File: src/sv/icr_pkg.sv
// Shared types, constants and arithmetic helpers of the interflow cell router.
package icr_pkg;

    // Input transaction: one grid cell with its parameters.
    typedef struct packed {
        logic [11:0] cell_index;
        logic [11:0] downstream_index;
        logic        has_downstream;
        logic [23:0] channel_length;
        logic [31:0] vadose_excess;
        logic [31:0] conductivity;
        logic [31:0] decay_coefficient;
        logic [31:0] channel_factor;
        logic [31:0] slope_tangent;
    } cell_in_t;

    // Output transaction: the routing result of one cell.
    typedef struct packed {
        logic [11:0] out_cell;
        logic [31:0] remaining_vadose;
        logic [31:0] flow_to_channel;
        logic [31:0] flow_downstream;
    } cell_out_t;

    // Start request to a multi-cycle arithmetic unit with two operands.
    typedef struct packed {
        logic        start;
        logic [63:0] a;
        logic [63:0] b;
    } op_req_t;

    // Configuration register indexes.
    localparam logic [1:0] CFG_STEP_OVER_DX = 2'd0;
    localparam logic [1:0] CFG_INV_CELL     = 2'd1;
    localparam logic [1:0] CFG_THRESHOLD    = 2'd2;

    localparam logic [31:0] STEP_OVER_DX_RST = 32'd56623104;
    localparam logic [31:0] INV_CELL_RST     = 32'd42949673;
    localparam logic [31:0] THRESHOLD_RST    = 32'd1;

    // Number of exponent bits handled by the factor table.
    localparam int EXP_BITS = 29;

    localparam logic [63:0] ONE_Q62 = 64'h4000_0000_0000_0000;
    localparam logic [63:0] ONE_Q32 = 64'h0000_0001_0000_0000;

    typedef logic [63:0] exp_tab_t [EXP_BITS];

    // Q2.62 product with round half up.
    function automatic logic [63:0] mul_q62(input logic [127:0] prod);
        return prod[125:62] + {63'd0, prod[61]};
    endfunction

    // Product shifted right, saturated to 64 bits.
    function automatic logic [63:0] mul_shr(input logic [127:0] prod, input int unsigned sh);
        logic [127:0] shifted;
        shifted = prod >> sh;
        return (|shifted[127:64]) ? '1 : shifted[63:0];
    endfunction

    // Factors exp(-2^(i-24)) in Q2.62; each is the rounded square of the one before.
    function automatic exp_tab_t make_exp_tab();
        exp_tab_t     tab;
        logic [63:0]  t;
        logic [127:0] sq;
        t = ONE_Q62 - 64'h0000_0040_0000_0000 + 64'h0000_0000_0000_2000;
        for (int i = 0; i < EXP_BITS; i++) begin
            tab[i] = t;
            sq = {64'd0, t} * {64'd0, t};
            t = mul_q62(sq);
        end
        return tab;
    endfunction

    localparam exp_tab_t EXP_TAB = make_exp_tab();

endpackage

File: src/sv/icr_mul.sv
// Shared 64 by 64 multiplier built from four 32 by 32 partial products.
module icr_mul (
    input  logic             clk,
    input  logic             rst_n,
    input  icr_pkg::op_req_t req,
    output logic             done,
    output logic [127:0]     prod
);
    import icr_pkg::*;

    logic [63:0]  a_reg;
    logic [63:0]  b_reg;
    logic [1:0]   cnt_reg;
    logic         run_reg;
    logic [63:0]  pp_reg;
    logic [1:0]   pp_sh_reg;
    logic         pp_vld_reg;
    logic         pp_last_reg;
    logic [127:0] acc_reg;
    logic         done_reg;
    logic [31:0]  a_half;
    logic [31:0]  b_half;
    logic [127:0] pp_shifted;

    // Operand halves for the current partial product.
    always_comb
    begin
        a_half = cnt_reg[1] ? a_reg[63:32] : a_reg[31:0];
        b_half = cnt_reg[0] ? b_reg[63:32] : b_reg[31:0];
        unique case (pp_sh_reg)
            2'd0:    pp_shifted = {64'd0, pp_reg};
            2'd1:    pp_shifted = {32'd0, pp_reg, 32'd0};
            default: pp_shifted = {pp_reg, 64'd0};
        endcase
    end

    // Sequencing of partial products and accumulation.
    always_ff @(posedge clk or negedge rst_n)
    begin
        if (!rst_n)
        begin
            cnt_reg     <= '0;
            run_reg     <= 1'b0;
            pp_vld_reg  <= 1'b0;
            pp_last_reg <= 1'b0;
            done_reg    <= 1'b0;
        end
        else
        begin
            done_reg   <= pp_vld_reg && pp_last_reg;
            pp_vld_reg <= run_reg;
            if (req.start)
            begin
                cnt_reg <= '0;
                run_reg <= 1'b1;
            end
            else if (run_reg)
            begin
                pp_last_reg <= (cnt_reg == 2'd3);
                cnt_reg     <= cnt_reg + 2'd1;
                if (cnt_reg == 2'd3)
                begin
                    run_reg <= 1'b0;
                end
            end
        end
    end

    // Operand, partial product and accumulator registers.
    always_ff @(posedge clk)
    begin
        if (req.start)
        begin
            a_reg   <= req.a;
            b_reg   <= req.b;
            acc_reg <= '0;
        end
        else if (pp_vld_reg)
        begin
            acc_reg <= acc_reg + pp_shifted;
        end
        if (run_reg)
        begin
            pp_reg    <= {32'd0, a_half} * {32'd0, b_half};
            pp_sh_reg <= {1'b0, cnt_reg[1]} + {1'b0, cnt_reg[0]};
        end
    end

    assign done = done_reg;
    assign prod = acc_reg;

endmodule

File: config.mk
export PLATFORM = sky130hd
export DESIGN_NAME = icr_mul
export DESIGN_NICKNAME = d
export VERILOG_FILES = /design/src/sv/icr_pkg.sv /design/src/sv/icr_mul.sv
export SDC_FILE = /design/constraint.sdc
export NUM_CORES = 2
export LEC_CHECK = 0
export BUFFER_PORTS_ARGS = -buffer_cell sky130_fd_sc_hd__buf_2
export CAP_MARGIN = 20
export CORE_UTILIZATION = 40
export CTS_CLUSTER_SIZE = 16
export DETAILED_ROUTE_END_ITERATION = 12
export GPL_TIMING_DRIVEN = 0
export PLACE_DENSITY = 0.56
export SLEW_MARGIN = 15
export SYNTH_ARGS = -nofsm -noshare
export SYNTH_HDL_FRONTEND = slang
export SYNTH_SLANG_ARGS = --single-unit
File: constraint.sdc
create_clock -name clk -period 11.7 [get_ports clk]
set_input_delay 0 -clock clk [delete_from_list [all_inputs] [get_ports clk]]
set_output_delay 0 -clock clk [all_outputs]
set_load 0.005 [all_outputs]
* Word level (Yosys, flattened, before mapping) *
Index checks and enable logic that the tools add are counted.
W data, S select, Z words.

storage, ports and cells
  register bits = 328
  output and inout port bits = 129

operators by class
  add/sub/neg operators = 3
  multiply operators = 1
  equality and inequality tests = 2
  multiplexer cells = 8
  bitwise gates (word level) = 1
  reductions and logical operators = 4

operators with widths
  cell                   count
  $pmux W128 S2          1
  $add A128 B128 Y128    1
  $mul A32 B32 Y64       1
  $mux W32               2
  $mux W2                2
  $mux W1                3
  $add A1 B1 Y2          1
  $add A2 B1 Y2 const B  1
  $eq A2 B1 Y1 const B   1
  $eq A2 B2 Y1 const B   1
  $logic_not A2 Y1       1
  $reduce_and A2 Y1      1
  $reduce_bool A2 Y1     1
  $logic_and A1 B1 Y1    1
  $not A1 Y1             1

* Logic depth before layout (Yosys ltp) *
  depth after elaboration = 4
  gate-level depth with buffers = 34
  mapped depth without buffers = 30

* Least setup slack after synthesis *
OpenSTA, ideal clock, no wires.

  path kind = flip-flop to flip-flop
  from = reg cnt_reg[0]
  to = reg pp_reg[62], data pin
  arrival time = 8.568 ns
  setup slack = 2.869 ns
  cell stages (with the launch flop) = 32
  buffers on the path = 4
  period minus slack after synthesis = 8.831 ns
  cell sequence = dfrtp_1 > clkbuf_1 > buf_1 > buf_1 > mux2_2 > nand2_1 > fa_1 > inv_1 > fa_1 > inv_1 > fa_1 > fa_1 > inv_1 > fa_1 > fa_1 > fa_1 > inv_1 > fa_1 > inv_1 > ha_1 > clkbuf_1 > a21oi_1 > o21ai_0 > a21oi_1 > o21ai_0 > a311o_1 > a21o_1 > a221o_1 > o21ai_1 > o41ai_1 > a311oi_1 > xnor2_1

on the way
  cells in the longest elaborated chain, start to end = 2

RTL lines
  item                    line           text
  from (decl)             icr_mul.sv:13  logic [1:0] cnt_reg;
  from (signal assigned)  icr_mul.sv:60  cnt_reg <= cnt_reg + 2'd1;
  $mux W32                icr_mul.sv:29  b_half = cnt_reg[0] ? b_reg[63:32] : b_reg[31:0];
  $mul A32 B32 Y64        icr_mul.sv:84  pp_reg <= {32'd0, a_half} * {32'd0, b_half};
  to (signal assigned)    icr_mul.sv:84
  to (decl)               icr_mul.sv:15  logic [63:0] pp_reg;

No other way between the ends.
A chain may end at the register's enable or synchronous reset.

* Worst setup path after layout *
Ends and elaborated chain as after synthesis.

==> reports/metrics.yaml <==
outcome: "finished clean"
min_period_ns: 11.62
syn_avg_cell_area_um2: 8.93
startpoint: "cnt_reg[0]"
numCtsBuffers: 41
largest_reg_flops: 128
synth_edf_count: 194
vias_per_cell: 5.50
wl_mm: 216
min_path_type: "input port to flop"
finalCritPeriodShare: 0.993
maxSlewViolCount: 0
synth_cell_types: 82
maxCapViolCount: 0
syn-cell-area_um2: 53000
grt_pass1_vias: 45400
syn_to_final_growth_pct: 12.6
place_area_um2: 57000
use_met2: 0.503
synth.top_cell.area_share: 0.339
max_slew.worst_pin.slew_ns: 1.25
use_met3: 0.0556
async_flop_share: 0.0183
drive_gt1_frac: 0.0753
critPathArrivalTime_ns: 11.97
yosysWarnings: 0
vias: 45000
clockBufferDepth: 3
cp_common_cell: "fa_1"
instances_no_fill: 8185
post_cts_buffers: 0
synth.most_common_cell: "inv_1"
htree_levels: 2
fillers: 13100
dieArea_um2: 134000
finalSetupViolCount: 0
final_cell_area_um2: 59700
track_usage: 0.319
r2r_start: "cnt_reg[0]"
num-nets-final: 7814
clkLatencyLatePin_ns: 0.64
grt-ovfl-total: 0
antenna_left: 0
rsz0062_at_grt: "true"
use_met1: 0.432
num_rows: 133
die_w_um: 366
end_kind: "flop"
crit_type: "flop to flop"
ys_seq_area_frac: 0.161
crit_required_ns: 12.06
core_area_um2: 131000
busiest_layer: "met2"
cts_tree: "built"
worst-path-max-fanout: 10
cts_root_buf: "clkbuf_16"
drt_iter0_markers: 4510
die_h_um: 366
critPathMaxStageDelay_ns: 0.94
synth_ff_type: "edfxtp_1"
finalHoldViolations: 0
min_from: "req[85]"
synthesis.nets: 7356
initial_core_util: 0.403
synth_common_cells: "950 x inv_1, 897 x fa_1, 820 x nor2_1, 666 x nand2_1, 391 x ha_1"
slew_headroom: 0.167
dpl.cell_count: 7977
drc: 0
synth_seq_cells: 328
cts_sinks: 328
grt_pass1_wl_mm: 311
worst_setup_path_start_kind: "flop"
netlist_instances: 5937
antenna_found_initial: 7
drtPass1Iterations: 8
dp_hpwl_mm: 183
timing.fmax_mhz: 86.1
routabilityCongestion: 1.02
holdWs_ns: 0.0823
cp_slowest_cell: "mux2i_1"
synthTopCellsByArea: "fa_1 34%, edfxtp_1 11%, ha_1 9.2%, inv_1 6.7%, nor2_1 5.8%"
clkTransAtPathRegs_ns: 0.06
skew_ns: 0.0489
port_buffers: 259
boundaryPins: 260
grt_max_degree: 90
wire_per_inst_um: 26.3
yosys.area.top_type: "fa_1"
[cells in the final DEF (no fill, tap or decap), types with 186 or more instances in the layout]
cell	n
nor2_1	820
buf_2	261
a21oi_1	284
inv_1	950
nand2_1	666
ha_1	391
o21ai_0	186
edfxtp_1	194
clkbuf_1	266
fa_1	897
[worst paths after layout]
kind / endpoint / slack, ns / cells past startpoint
setup / recovery: pp_reg[62] / 0.08 / 28
hold / removal: a_reg[21] / 0.08 / 2
setup reg to reg: pp_reg[62] / 0.08 / 28
hold reg to reg: prod[126] / 0.48 / 2
max in group asynchronous: run_reg / 10.92 / 3
min in group asynchronous: done / 0.39 / 3
[layer usage]
layer	up-vias	wire length, um
li1	19900	-
met1	22500	89900
met2	2236	96200
met3	411	18900
met4	4	10600
met5	-	22
[final cells by class]
class,count,area (um^2),share of cell area
inverter,951,3570,0.0598
buffer,289,1120,0.0187
tap,1755,2200,0.0368
timing repair buffer,417,2930,0.0490
antenna,5,12.5,0.000210
clock inverter,23,278,0.00465
multi-input combinational,4367,40000,0.670
sequential,328,8540,0.143
clock buffer,50,1090,0.0183
[through the flow]
| stage | setup TNS (ns) | worst slack, ns | util |
|---|---|---|---|
| after global routing | -0.143 | -0.143 | 0.454 |
| after floorplan | 0 | 2.87 | - |
| after global placement | -20.22 | -1.85 | 0.430 |
| final | 0 | 0.0814 | 0.454 |
| after CTS | 0 | 0.0412 | 0.454 |
| after detailed placement | -1.81 | -0.626 | 0.433 |
[logic make-up after synthesis]
group / synth area share
AOI/OAI and AO/OA: 0.102
xor gates and xnor gates: 0.0286
adders and majority gates: 0.431
buffers and inverters: 0.0880
DFF: 0.161
muxes: 0.0444
and+or+nand+nor: 0.145
[critical path, delay by kind of cell, from the launching register on]
family                     cells  cell delay, ns
AOI/OAI and AO/OA              8            2.34
xor gates and xnor gates       1            0.18
adders and majority gates      9            4.45
buffers and inverters          6            2.22
DFF                            1            0.61
muxes                          1            0.94
and+or+nand+nor                3            0.55
[repair_timing]
action / CTS / global route
endpoints found under the setup margin: 8 / 3
hold buffers: 131 / 0
hold endpoints to repair: 174 / 0
gates resized for setup: 9 / 7
Power is not shown: default switching activity piles up to over one toggle a cycle in this logic, so the estimate is an artifact.
