`src/sv/icr_pkg.sv`:
```
// Shared types, constants and arithmetic helpers of the interflow cell router.
package icr_pkg;

    // Input transaction: one grid cell with its parameters.
    typedef struct packed {
        logic [11:0] cell_index;
        logic [11:0] downstream_index;
        logic        has_downstream;
        logic [23:0] channel_length;
        logic [31:0] vadose_excess;
        logic [31:0] conductivity;
        logic [31:0] decay_coefficient;
        logic [31:0] channel_factor;
        logic [31:0] slope_tangent;
    } cell_in_t;

    // Output transaction: the routing result of one cell.
    typedef struct packed {
        logic [11:0] out_cell;
        logic [31:0] remaining_vadose;
        logic [31:0] flow_to_channel;
        logic [31:0] flow_downstream;
    } cell_out_t;

    // Start request to a multi-cycle arithmetic unit with two operands.
    typedef struct packed {
        logic        start;
        logic [63:0] a;
        logic [63:0] b;
    } op_req_t;

    // Configuration register indexes.
    localparam logic [1:0] CFG_STEP_OVER_DX = 2'd0;
    localparam logic [1:0] CFG_INV_CELL     = 2'd1;
    localparam logic [1:0] CFG_THRESHOLD    = 2'd2;

    localparam logic [31:0] STEP_OVER_DX_RST = 32'd56623104;
    localparam logic [31:0] INV_CELL_RST     = 32'd42949673;
    localparam logic [31:0] THRESHOLD_RST    = 32'd1;

    // Number of exponent bits handled by the factor table.
    localparam int EXP_BITS = 29;

    localparam logic [63:0] ONE_Q62 = 64'h4000_0000_0000_0000;
    localparam logic [63:0] ONE_Q32 = 64'h0000_0001_0000_0000;

    typedef logic [63:0] exp_tab_t [EXP_BITS];

    // Q2.62 product with round half up.
    function automatic logic [63:0] mul_q62(input logic [127:0] prod);
        return prod[125:62] + {63'd0, prod[61]};
    endfunction

    // Product shifted right, saturated to 64 bits.
    function automatic logic [63:0] mul_shr(input logic [127:0] prod, input int unsigned sh);
        logic [127:0] shifted;
        shifted = prod >> sh;
        return (|shifted[127:64]) ? '1 : shifted[63:0];
    endfunction

    // Factors exp(-2^(i-24)) in Q2.62; each is the rounded square of the one before.
    function automatic exp_tab_t make_exp_tab();
        exp_tab_t     tab;
        logic [63:0]  t;
        logic [127:0] sq;
        t = ONE_Q62 - 64'h0000_0040_0000_0000 + 64'h0000_0000_0000_2000;
        for (int i = 0; i < EXP_BITS; i++) begin
            tab[i] = t;
            sq = {64'd0, t} * {64'd0, t};
            t = mul_q62(sq);
        end
        return tab;
    endfunction

    localparam exp_tab_t EXP_TAB = make_exp_tab();

endpackage

```
`src/sv/icr_sqrt.sv`:
```
// Integer square root of a 64 bit value, two radicand bits per cycle.
module icr_sqrt (
    input  logic             clk,
    input  logic             rst_n,
    input  icr_pkg::op_req_t req,
    output logic             done,
    output logic [63:0]      root
);
    import icr_pkg::*;

    logic [63:0] q_reg;
    logic [63:0] res_reg;
    logic [63:0] bit_reg;
    logic        run_reg;
    logic        done_reg;
    logic [63:0] trial;
    logic        fits;

    always_comb
    begin
        trial = res_reg + bit_reg;
        fits  = (q_reg >= trial);
    end

    always_ff @(posedge clk or negedge rst_n)
    begin
        if (!rst_n)
        begin
            run_reg  <= 1'b0;
            done_reg <= 1'b0;
        end
        else
        begin
            done_reg <= 1'b0;
            if (req.start)
            begin
                run_reg <= 1'b1;
            end
            else if (run_reg && bit_reg[0])
            begin
                run_reg  <= 1'b0;
                done_reg <= 1'b1;
            end
        end
    end

    // Digit-by-digit root; the trial bit walks down from the top power of four.
    always_ff @(posedge clk)
    begin
        if (req.start)
        begin
            q_reg   <= req.a;
            res_reg <= '0;
            bit_reg <= ONE_Q62;
        end
        else if (run_reg)
        begin
            if (fits)
            begin
                q_reg   <= q_reg - trial;
                res_reg <= (res_reg >> 1) + bit_reg;
            end
            else
            begin
                res_reg <= res_reg >> 1;
            end
            bit_reg <= bit_reg >> 2;
        end
    end

    assign done = done_reg;
    assign root = res_reg;

endmodule

```
`config.mk`:
```
export PLATFORM = sky130hd
export DESIGN_NAME = icr_sqrt
export DESIGN_NICKNAME = d
export VERILOG_FILES = /design/src/sv/icr_pkg.sv /design/src/sv/icr_sqrt.sv
export SDC_FILE = /design/constraint.sdc
export NUM_CORES = 1
export LEC_CHECK = 0
export ABC_CLOCK_PERIOD_IN_PS = 10100
export CORE_MARGIN = 10
export CORE_UTILIZATION = 45
export DETAILED_ROUTE_END_ITERATION = 10
export DONT_BUFFER_PORTS = 1
export PLACE_DENSITY_LB_ADDON = 0.08
export SYNTH_ARGS = -nofsm -noshare
export SYNTH_HDL_FRONTEND = slang
export SYNTH_SLANG_ARGS = --single-unit
```
`constraint.sdc`:
```
create_clock -name clk -period 10.1 [get_ports clk]
set_input_delay 0 -clock clk [delete_from_list [all_inputs] [get_ports clk]]
set_output_delay 0 -clock clk [all_outputs]
set_load 0.005 [all_outputs]
```
## After elaboration in Yosys (flattened, before gate mapping)

Index checks and enable logic that the tools add are counted.

- Flip-flop bits (word level): 162
- Output and inout bits: 65
- Logic and storage cells: 22

- Add/sub/neg operators: 3
- Order comparisons: 1
- Muxes and demuxes: 8
- Reductions and logical operators: 5

Operators with widths:

| operator | number |
|---|---|
| 2-to-1 mux 64 bit | 4 |
| adder 63 x 63 -> 64 bit | 1 |
| adder 64 x 63 -> 64 bit | 1 |
| >= comparator 64 bit | 1 |
| subtractor 64 bit | 1 |
| nonzero test 2 bit | 3 |
| 2-to-1 mux 1 bit | 4 |
| AND reduction 2 bit | 1 |
| logical AND 1 bit | 1 |

## Logic depth before layout (Yosys ltp)

Gate-level depths: netlist of run 1.

- Word-level depth: 5
- Depth in mapped cells: 27

## Worst setup path after synthesis of run 1

Ideal clock, no wire load.

- Kind: flip-flop to flip-flop
- From: register res_reg[2] (netlist: root[2])
- To: register q_reg[0] (enable)
- Setup time: 575 ps
- Data arrival time: 9285 ps
- Required time: 9525 ps
- Setup slack: 240 ps
- Stages on the path, launching flop included: 23
- Path through: dfxtp_1 -> ha_1 -> a31oi_1 -> o21bai_1 -> a31o_2 -> a21o_1 -> a311oi_1 -> o21bai_1 -> a31oi_1 -> o21ai_0 -> a21oi_1 -> xor2_1 -> ha_1 -> clkbuf_1 -> nand4_1 -> nor4_1 -> o2111a_1 -> o31ai_1 -> and3_1 -> buf_2 -> buf_2 -> clkbuf_1 -> o21ai_0

- Word-level cells in the longest chain between the ends: 4

RTL lines:

| element | line | source |
|---|---|---|
| start: declaration | icr_sqrt.sv:12 | `logic [63:0] res_reg;` |
| start signal: assignment | icr_sqrt.sv:61 | `res_reg <= (res_reg >> 1) + bit_reg;` |
| start signal: assignment | icr_sqrt.sv:65 | `res_reg <= res_reg >> 1;` |
| adder 64 x 63 -> 64 bit | icr_sqrt.sv:21 | `trial = res_reg + bit_reg;` |
| >= comparator 64 bit | icr_sqrt.sv:22 | `fits = (q_reg >= trial);` |
| nonzero test 2 bit (no source line) | -- |  |
| AND reduction 2 bit (no source line) | -- |  |
| end signal: assignment | icr_sqrt.sv:52 | `q_reg <= req.a;` |
| end signal: assignment | icr_sqrt.sv:60 | `q_reg <= q_reg - trial;` |
| end: declaration | icr_sqrt.sv:11 | `logic [63:0] q_reg;` |

Every way passes these cells.
A chain may end at the register's enable or synchronous reset.

## Worst setup path in the final report of run 1

- From: register res_reg[4] (netlist: root[4])
- To: register q_reg[35] (enable)

Same word-level chain as after synthesis.

==> results of run 1 <==
-- worst reg2reg max path: stages (launching register included) --
cell and delay, ns:
sky130_fd_sc_hd__dfxtp_1 0.43, sky130_fd_sc_hd__ha_1 0.37, sky130_fd_sc_hd__nand2_1 0.07, sky130_fd_sc_hd__o21bai_1 0.21, sky130_fd_sc_hd__a31oi_1 0.21, sky130_fd_sc_hd__o31ai_1 0.60, sky130_fd_sc_hd__a21oi_1 0.28, sky130_fd_sc_hd__o31ai_1 0.57
sky130_fd_sc_hd__a31o_2 0.31, sky130_fd_sc_hd__a21oi_1 0.13, sky130_fd_sc_hd__mux2_2 0.29, sky130_fd_sc_hd__a2111oi_0 0.70, sky130_fd_sc_hd__ha_1 0.34, sky130_fd_sc_hd__nand4_1 0.21, sky130_fd_sc_hd__nor4_1 0.84, sky130_fd_sc_hd__o2111a_1 0.34
sky130_fd_sc_hd__o31ai_1 0.15, sky130_fd_sc_hd__and3_2 0.25, sky130_fd_sc_hd__buf_4 0.34, sky130_fd_sc_hd__o21ai_4 0.93, sky130_fd_sc_hd__buf_12 0.32
-- per-stage QoR --
step | instances | util | hold WS [ns] | setup WS (ns) | total power, uW
2_1_floorplan | 1965 | - | -0.2956 | 0.2401 | 3258
3_3_place_gp | 2307 | 0.4628 | -0.2955 | 1.961 | 3919
3_5_place_dp | 2307 | 0.4628 | -0.2955 | 1.850 | 3928
4_1_cts | 2405 | 0.5001 | 0.09921 | 1.832 | 4633
5_1_grt | 2405 | 0.5001 | 0.1281 | 1.359 | 5033
6_report | 2405 | 0.5001 | 0.1125 | 1.855 | 4619
-- area by class of cell --
class                   count  share of cell area
clock buffers              22             0.03022
well taps                 448             0.03343
inverters                  42            0.009401
flip-flops and latches    162              0.2324
multi-input cells        1648              0.6463
clock inverters             8            0.002761
repair buffers             75             0.04551
-- routing by layer --
layer	vias to the layer above	wire length, um	track usage
met5	-	0	0
met3	50	2987	0.05865
li1	7296	-	-
met1	6835	22090	0.2926
met4	0	904	0.05686
met2	323	23450	0.3960
-- power breakdown --
group	internal (uW)	switching, uW
combinational	1100	1750
sequential	948	188
clock	354	286
total	2400	2220
-- synth_stat cells (all sizes together), types with 25 or more instances --
master / count / area share
xor2: 76 / 0.043
o21bai: 35 / 0.017
nor2: 210 / 0.052
nand2: 227 / 0.056
o21ai: 192 / 0.063
a21o: 41 / 0.020
nor3: 29 / 0.0095
ha: 130 / 0.11
dfxtp: 96 / 0.13
clkbuf: 100 / 0.025
nand4: 46 / 0.019
or3: 25 / 0.010
xnor2: 67 / 0.038
mux2i: 48 / 0.031
a21oi: 113 / 0.037
a31oi: 74 / 0.031
a211oi: 31 / 0.016
inv: 42 / 0.010
nand3: 35 / 0.011
edfxtp: 64 / 0.13
-- logic make-up (layout without fill, tap and decap cells) --
kind of cell	count (synthesis)	after routing	share of synthesized area
multiplexers	53	53	0.03507
AO/OA/AOI/OAI	654	654	0.2828
flip-flops	162	162	0.2544
AND/OR/NAND/NOR	667	667	0.1997
buffers and inverters	155	147	0.03867
XOR/XNOR	143	143	0.08183
adder cells (fa/ha/maj)	131	131	0.1076
-- worst paths after layout --
| path | slack, ns | end | start | cells past startpoint |
|---|---|---|---|---|
| max | 1.86 | q_reg[35]$_DFFE_PP_ | root[4]$_SDFFE_PP0P_ | 20 |
| min | 0.11 | run_reg$_DFFE_PN0P_ | req[128] | 2 |
| max reg2reg | 1.86 | q_reg[35]$_DFFE_PP_ | root[4]$_SDFFE_PP0P_ | 20 |
| min reg2reg | 0.55 | run_reg$_DFFE_PN0P_ | bit_reg[0]$_SDFFE_PP0P_ | 1 |
| max in group asynchronous | 9.63 | run_reg$_DFFE_PN0P_ | rst_n | 2 |
| min in group asynchronous | 0.33 | run_reg$_DFFE_PN0P_ | rst_n | 2 |
-- layout by cell type (no fill, tap or decap), types with 7 or more instances in the layout --
cell                              n
sky130_fd_sc_hd__dfxtp_1         96
sky130_fd_sc_hd__a311oi_1        23
sky130_fd_sc_hd__inv_1           42
sky130_fd_sc_hd__nor3_1          29
sky130_fd_sc_hd__and4_1           8
sky130_fd_sc_hd__and3_1          14
sky130_fd_sc_hd__a211oi_1        30
sky130_fd_sc_hd__or2_2            7
sky130_fd_sc_hd__a21o_1          39
sky130_fd_sc_hd__o31ai_1         12
sky130_fd_sc_hd__nor2b_1         15
sky130_fd_sc_hd__or3_1           25
sky130_fd_sc_hd__nor2_1         210
sky130_fd_sc_hd__nand2b_1        15
sky130_fd_sc_hd__ha_1           130
sky130_fd_sc_hd__mux2i_1         48
sky130_fd_sc_hd__o21a_1          16
sky130_fd_sc_hd__nand2_1        227
sky130_fd_sc_hd__xnor2_1         67
sky130_fd_sc_hd__nor4_1           7
sky130_fd_sc_hd__a31o_2          17
sky130_fd_sc_hd__dlygate4sd3_1   67
sky130_fd_sc_hd__a21oi_1        113
sky130_fd_sc_hd__a31oi_1         73
sky130_fd_sc_hd__nand4_1         46
sky130_fd_sc_hd__o21bai_1        35
sky130_fd_sc_hd__clkbuf_16       19
sky130_fd_sc_hd__edfxtp_1        64
sky130_fd_sc_hd__and2_1          13
sky130_fd_sc_hd__nand3_1         34
sky130_fd_sc_hd__o21ai_0        189
sky130_fd_sc_hd__o211ai_1        12
sky130_fd_sc_hd__a221oi_1        12
sky130_fd_sc_hd__xor2_1          76
==> flow_results.org, run 1 <==
** Timing
- The worst pin sits at a relative slew slack of 0.2907.
- For the pin with the worst max-slew slack, the measured transition is 1.063 ns.
- After layout, the minimum clock period comes to 8.245 ns.
- Setup violations remaining at the end of the flow were counted as 0.
- Hold violation total from the final report :: 0
- Layout Skew :: 0.01185 ns
- Timing would allow up to 121.3 MHz.
- Of the available clock period, the critical path in the final layout requires 0.8163.
- The number of max-slew violations in the final report came to 0.
- Adding up every negative setup slack in the final design gives 0 ns.
- Setup repair after global routing left no endpoint under its margin.

** GRT
- The via count of the first global-routing pass was 14021.
- Overflow after GRT :: 0
- Overall Global Routing Usage :: 0.2344
- Global-route wire length before repair :: 78.61 mm
- The initial antenna violation count was 0.
- Maximum number of pins on one net before global-route repair :: 218

** Layout
- Combined flip-flop and latch cell area :: slightly below 4000 sq um
- Counting the fill cells in the layout gives around 3300.
- The multi-input combinational cells in the finished layout cover a total of 10840 sq um.
- After routing the design area is about 17000 sq um.
- Net total in the final layout :: 2208
- The repair_antennas step left the layout with diodes totalling 0.
- Relative to the synthesized area, the layout overhead comes to 9.564%.
- Share of layout cells above drive strength 1 :: 0.04548

** Floorplanning
- Starting density of the core :: 0.4565
- Die Span Y :: a little over 200 um
- After floorplanning, the core was divided into 67 placement rows.
- Measured along the x axis, the die boundary spans 204.4 um.
- The die covers 41790 sq um.
- Core ar. :: roughly 34000 sq um
- I/O pin count :: 196

** Worst setup path
- Cell with the largest stage delay on the worst path :: sky130_fd_sc_hd__o21ai_4
- Walking the worst path, the cells encountered are ha_1 > nand2_1 > o21bai_1 > a31oi_1 > o31ai_1 > a21oi_1 > o31ai_1 > a31o_2 > a21oi_1 > mux2_2 > a2111oi_0 > ha_1 > nand4_1 > nor4_1 > o2111a_1 > o31ai_1 > and3_2 > buf_4 > o21ai_4 > buf_12.
- In this design, the largest share of critical-path delay is due to compound AO/OA/AOI/OAI gates.
- On the worst path, the slowest cell contributes a delay of 0.90 ns.
- STA classifies the critical path startpoint as a register.
- The worst setup path is of the reg2reg kind.
- The most numerous cell type found on the critical path is sky130_fd_sc_hd__o31ai_1.
- Worst path buffer plus inverter count :: 2
- Peak fanout along the critical path :: 73
- For the worst setup path, the data required time is 10.22 ns.
- Kind of end point of the critical path :: register
- Endpoint arrival time on the critical path :: 8.37 ns

** Logic synthesis
- The most used flip-flop cell after synthesis is sky130_fd_sc_hd__dfxtp_1.
- Number of instances in the synthesized netlist :: 1965
- The number of nets in the synthesized netlist is ~2200.
- Async set-reset flop share out of synthesis :: 0.01235
- Number of unique standard cell types used by synthesis :: 84
- Count of flip-flops with a built-in enable after synthesis :: 64
- For this run, the number of Yosys warnings is 0.
- Post-Syn Area per Cell :: 7.789 sq um
- Synthesized flop and latch total :: 162
- Cell Area, Synth :: around 15000 sq um
- The share of the Yosys chip area taken by registers is 0.2544.

** Clocking
- In this run, post-CTS repair resized a total of 0 instances.
- Counting the buffers created by CTS gives 17.
- Once the clock tree was built, the setup fixing pass inserted 0 buffers.
- The longest clock path from root to sink contains 2 buffers.
- Clock tree root driver cell :: sky130_fd_sc_hd__clkbuf_16
- CTS built an H-tree with a depth of 4.
- TritonCTS built the clock tree.
- The later pin in the worst-skew pair is clocked with a latency of ~0.44 ns.
- Counting every sink on the clock net gives 162.
- After clock tree synthesis, the flow added hold-fix buffers numbering between 60 and 70.
- Clock slew seen by the registers of the worst setup and hold paths :: 0.06 ns

** Routing
- Detailed routing inserted a total of 14504 vias.
- Detail-routed via count per cell :: ~6.0
- Wirelength per Cell :: 20.56 um
- Number of iterations in the first detailed-routing pass :: 5
- For this run, design rule violations remaining after detail routing come to 0.
- The final layout contains routed wiring with a total length of ~49 mm.
- Detailed router's first-iteration violation count :: 1157
- Post-detailed-route count of antenna-violating nets :: 0

** Run
- The tool flagged a number of max-cap violations equal to 0.

** Power
- Ratio of total power to cell area :: 275.4 nW/um^2
- For this design the static power due to leakage is 0.006461 uW.
- Across the VDD grid, the largest voltage drop is around 0.22 mV.

** Placement
- Buffers placed on the I/O ports in this run total 0.
- Instance area after placement :: 15520 sq um
- Post-DP HPWL :: approximately 37 mm
- Final weighted congestion in routability-driven placement :: approximately 0.93

** Status
- Outcome :: finished, final reports clean

** Min path
- In this run the worst hold path is classified as in2reg.
(Power assumes the default switching activity.)
==> run 2: changes to the inputs <==
--- a/config.mk
+++ b/config.mk
@@ -5,7 +5,7 @@
 export SDC_FILE = /design/constraint.sdc
 export NUM_CORES = 1
 export LEC_CHECK = 0
-export ABC_CLOCK_PERIOD_IN_PS = 10100
+export ABC_CLOCK_PERIOD_IN_PS = 6740
 export CORE_MARGIN = 10
 export CORE_UTILIZATION = 45
 export DETAILED_ROUTE_END_ITERATION = 10
==> constraint.sdc (replaced) <==
create_clock -name clk -period 6.74 [get_ports clk]
set_input_delay 0 -clock clk [delete_from_list [all_inputs] [get_ports clk]]
set_output_delay 0 -clock clk [all_outputs]
set_load 0.005 [all_outputs]
==> run 2 against run 1 <==
- final area up 2.4%
- largest cell class unchanged
- register-to-register slack worse by 1.4 ns
- non-clock buffer count up 35
- sequential power up 46%
- wire length up 0.73%
- largest power group unchanged
- worst setup slack worse by 1.4 ns
- power up 56%
- clock-buffer cell count up 1
==> flow_results.org, run 2 (synthesized netlist as in run 1, its figures left out) <==
** Status
- Outcome :: finished, final reports clean (unchanged)

** Clocking
- The number of clock sinks is 162 (unchanged).
- The total number of H-tree levels is 4 (unchanged).
- Clock buffer depth :: 2 (unchanged)
- CTS tree :: done (unchanged)
- The total clock buffers created by CTS is 17 (unchanged).
- Clock latency at the later pin of the worst-skew pair :: 0.45 ns (was 0.44 ns)
- The clock slew seen by the registers of the worst setup and hold paths was 0.07 ns (was 0.06 ns).
- Clock tree root driver cell :: sky130_fd_sc_hd__clkbuf_16 (unchanged)

** Routing
- Number of remaining DRC errors :: 0 (unchanged)
- Vias :: 14653 (was 14504)
- Detail-routed via count per cell :: 6.000 (was 6.031)
- Post-detailed-route count of antenna-violating nets :: 0 (unchanged)
- Detailed router's first-iteration violation count :: 1088 (was 1157)
- The average wire per cell in the routed design is 20.39 um (was 20.56 um).
- The number of search-and-repair iterations in the first detailed-routing pass came to 5 (unchanged).
- The post-detailed-routing wire length came to 49.80 mm (was 49.44 mm).
- Sum of routed wire segments on met1 :: 22.10 mm (was 22.09 mm)
- DR WL met3 :: 3.215 mm (was 2.987 mm)
- Length of routed met2 wiring :: 23.41 mm (was 23.45 mm)
- Top layer in use :: met4 (unchanged)

** Run
- The number of violations of the max-capacitance limit was 0 (unchanged).

** Worst setup path
- Kind of end point of the critical path :: register (unchanged)
- The endpoint required time on the critical path came to 6.90 ns (was 10.22 ns).
- Sort of element at the start of the critical path :: register (unchanged)
- The peak fanout along the critical path was 7 (was 73).
- Endpoint arrival time on the critical path :: 6.48 ns (was 8.37 ns)
- The register-to-register path setup slack is 0.43 ns (was 1.86 ns).
- CP Class :: reg2reg (unchanged)

** Floorplanning
- Starting density of the core :: 0.4565 (unchanged)
- The full die area was 41790 sq um (unchanged).
- The die outline height came to 204.4 um (unchanged).
- The number of ports placed on the die boundary came to 196 (unchanged).
- Die outline width :: 204.4 um (unchanged)
- The number of placement rows was 67 (unchanged).
- The area inside the core boundary came to 33530 sq um (unchanged).

** Timing
- Unrepaired setup endpoints after global routing :: no (unchanged)
- The final critical-path required period was 6.314 ns (was 8.245 ns).
- Number of max-slew violations in the final report :: 0 (unchanged)
- Final period utilization :: 0.9369 (was 0.8163)
- The transition time of the tightest slew-check pin was 0.8415 ns (was 1.063 ns).
- Post-route setup TNS :: 0 ns (unchanged)
- Layout Skew :: 0.01365 ns (was 0.01185 ns)
- Worst slew slack as a fraction of its limit :: 0.4384 (was 0.2907)
- Max Fclk :: 158.4 MHz (was 121.3 MHz)
- Hold violation total from the final report :: 0 (unchanged)
- The final number of setup-violating endpoints came to 0 (unchanged).
- The least setup slack across all paths after layout was 0.4255 ns (was 1.855 ns).

** Min path
- Worst hold path class :: in2reg (unchanged)

** Placement
- Post-DP HPWL :: 37.68 mm (was 37.07 mm)
- The post-placement worst setup slack was 0.1543 ns (was 1.850 ns).
- Instance area after placement :: 15830 sq um (was 15520 sq um)
- The final weighted congestion in routability-driven placement was 0.9517 (was 0.9277).
- PortBufs :: 0 (unchanged)
- The number of instances in the placed design came to 2342 (was 2307).

** Power
- The worst vdd rail ir drop was 0.2273 mV (was 0.2205 mV).
- The ratio of total power to cell area is 420.4 nW/um^2 (was 275.4 nW/um^2).
- The static power due to leakage came to 0.006685 uW (was 0.006461 uW).

** GRT
- The wire length of the first global-routing pass is 78.32 mm (was 78.61 mm).
- Overflow after GRT :: 0 (unchanged)
- The initial antenna violation count is 0 (unchanged).
- Number of global-route vias before repair :: 14211 (was 14021)
- The total routing usage reported by global routing was 0.2322 (was 0.2344).
- Maximum number of pins on one net before global-route repair :: 220 (was 218)

** Layout
- The count of inserted antenna diode cells came to 0 (unchanged).
- The non-filler instance count after layout is 2442 (was 2405).
- Highest-count cells in the layout ignoring fill and taps :: sky130_fd_sc_hd__nand2_1 (227), sky130_fd_sc_hd__nor2_1 (210), sky130_fd_sc_hd__o21ai_0 (188) (was sky130_fd_sc_hd__nand2_1 (227), sky130_fd_sc_hd__nor2_1 (210), sky130_fd_sc_hd__o21ai_0 (189))
- The fraction of final layout cells sized beyond drive strength 1 was 0.06319 (was 0.04548).
- Area of all placed cells without fillers :: 17170 sq um (was 16770 sq um)
- Fill count :: 3246 (was 3333)
- The layout overhead on the synthesized area is 12.16% (was 9.564%).
- Net total in the final layout :: 2243 (was 2208)
- Most common library cell in the layout ignoring fill and taps :: sky130_fd_sc_hd__nand2_1 (unchanged)
run 2: cell count changes in the layout (fill, tap and decap cells not counted), sizes merged:
cell | previous run | this run
clkinv | 3 | 4
clkbuf | 22 | 23
inv | 47 | 45
bufinv | 0 | 2
buf | 8 | 43
run 2: repair_timing:
item | CTS | global route
setup buffers | 0 | 0
hold buffers | 68 | 0
resized for setup | 0 | 4
hold endpoints to repair | 160 | 0
setup endpoints to repair | 0 | 113
run 2: power by group:
part	total (uW)	switching [uW]	leakage [uW]	internal, uW
registers	1660	239	0.00147	1420
logic	4500	2710	0.00491	1790
clock network	1060	447	0.000309	615
run 2: layout make-up:
class                   count  area [sq um]  area share
well taps                 448         560.5     0.03265
clock inverters             9         116.4    0.006778
flip-flops and latches    162          3897      0.2270
inverters                  42         157.7    0.009184
repair buffers            110          1076     0.06268
clock buffers              23         510.5     0.02974
multi-input cells        1648         10850      0.6319
run 2: worst max-delay path, stage by stage, from the launching register on:
cell	delay [ns]
sky130_fd_sc_hd__dfxtp_1	0.39
sky130_fd_sc_hd__ha_1	0.29
sky130_fd_sc_hd__a31oi_1	0.28
sky130_fd_sc_hd__o21bai_1	0.17
sky130_fd_sc_hd__a31o_2	0.32
sky130_fd_sc_hd__a21o_1	0.24
sky130_fd_sc_hd__a311oi_1	0.46
sky130_fd_sc_hd__o21bai_1	0.26
sky130_fd_sc_hd__buf_4	0.20
sky130_fd_sc_hd__a21boi_0	0.37
sky130_fd_sc_hd__o21ai_0	0.22
sky130_fd_sc_hd__xnor2_1	0.19
sky130_fd_sc_hd__ha_1	0.41
sky130_fd_sc_hd__and3_1	0.24
sky130_fd_sc_hd__and4_1	0.28
sky130_fd_sc_hd__nand3_1	0.16
sky130_fd_sc_hd__o31ai_4	0.43
sky130_fd_sc_hd__a31oi_1	0.29
sky130_fd_sc_hd__o311a_4	0.45
sky130_fd_sc_hd__a2111oi_4	0.36
sky130_fd_sc_hd__a221oi_2	0.06
run 2: worst paths after layout:
path	from	end	cells past startpoint
max in group asynchronous	rst_n	run_reg$_DFFE_PN0P_	2
max	bit_reg[2]$_SDFFE_PP0P_	q_reg[62]$_DFFE_PP_	20
min in group asynchronous	rst_n	run_reg$_DFFE_PN0P_	2
min reg2reg	bit_reg[62]$_SDFFE_PP1P_	bit_reg[62]$_SDFFE_PP1P_	1
max reg2reg	bit_reg[2]$_SDFFE_PP0P_	q_reg[62]$_DFFE_PP_	20
min	req[128]	bit_reg[16]$_SDFFE_PP0P_	2
run 2: layer usage:
metal,GRT usage,up-vias
li1,-,7366
met1,0.2931,6893
met2,0.3845,343
met3,0.06055,51
met4,0.06057,0
met5,0,-
run 2: stage by stage:
stage | power [uW] | utilization | hold slack [ns]
after floorplan | 4859 | - | -0.2956
after global placement | 6010 | 0.4721 | -0.2955
after detailed placement | 6045 | 0.4721 | -0.2955
after CTS | 7199 | 0.5116 | 0.1252
after global routing | 7808 | 0.5119 | 0.1485
final | 7216 | 0.5119 | 0.08898
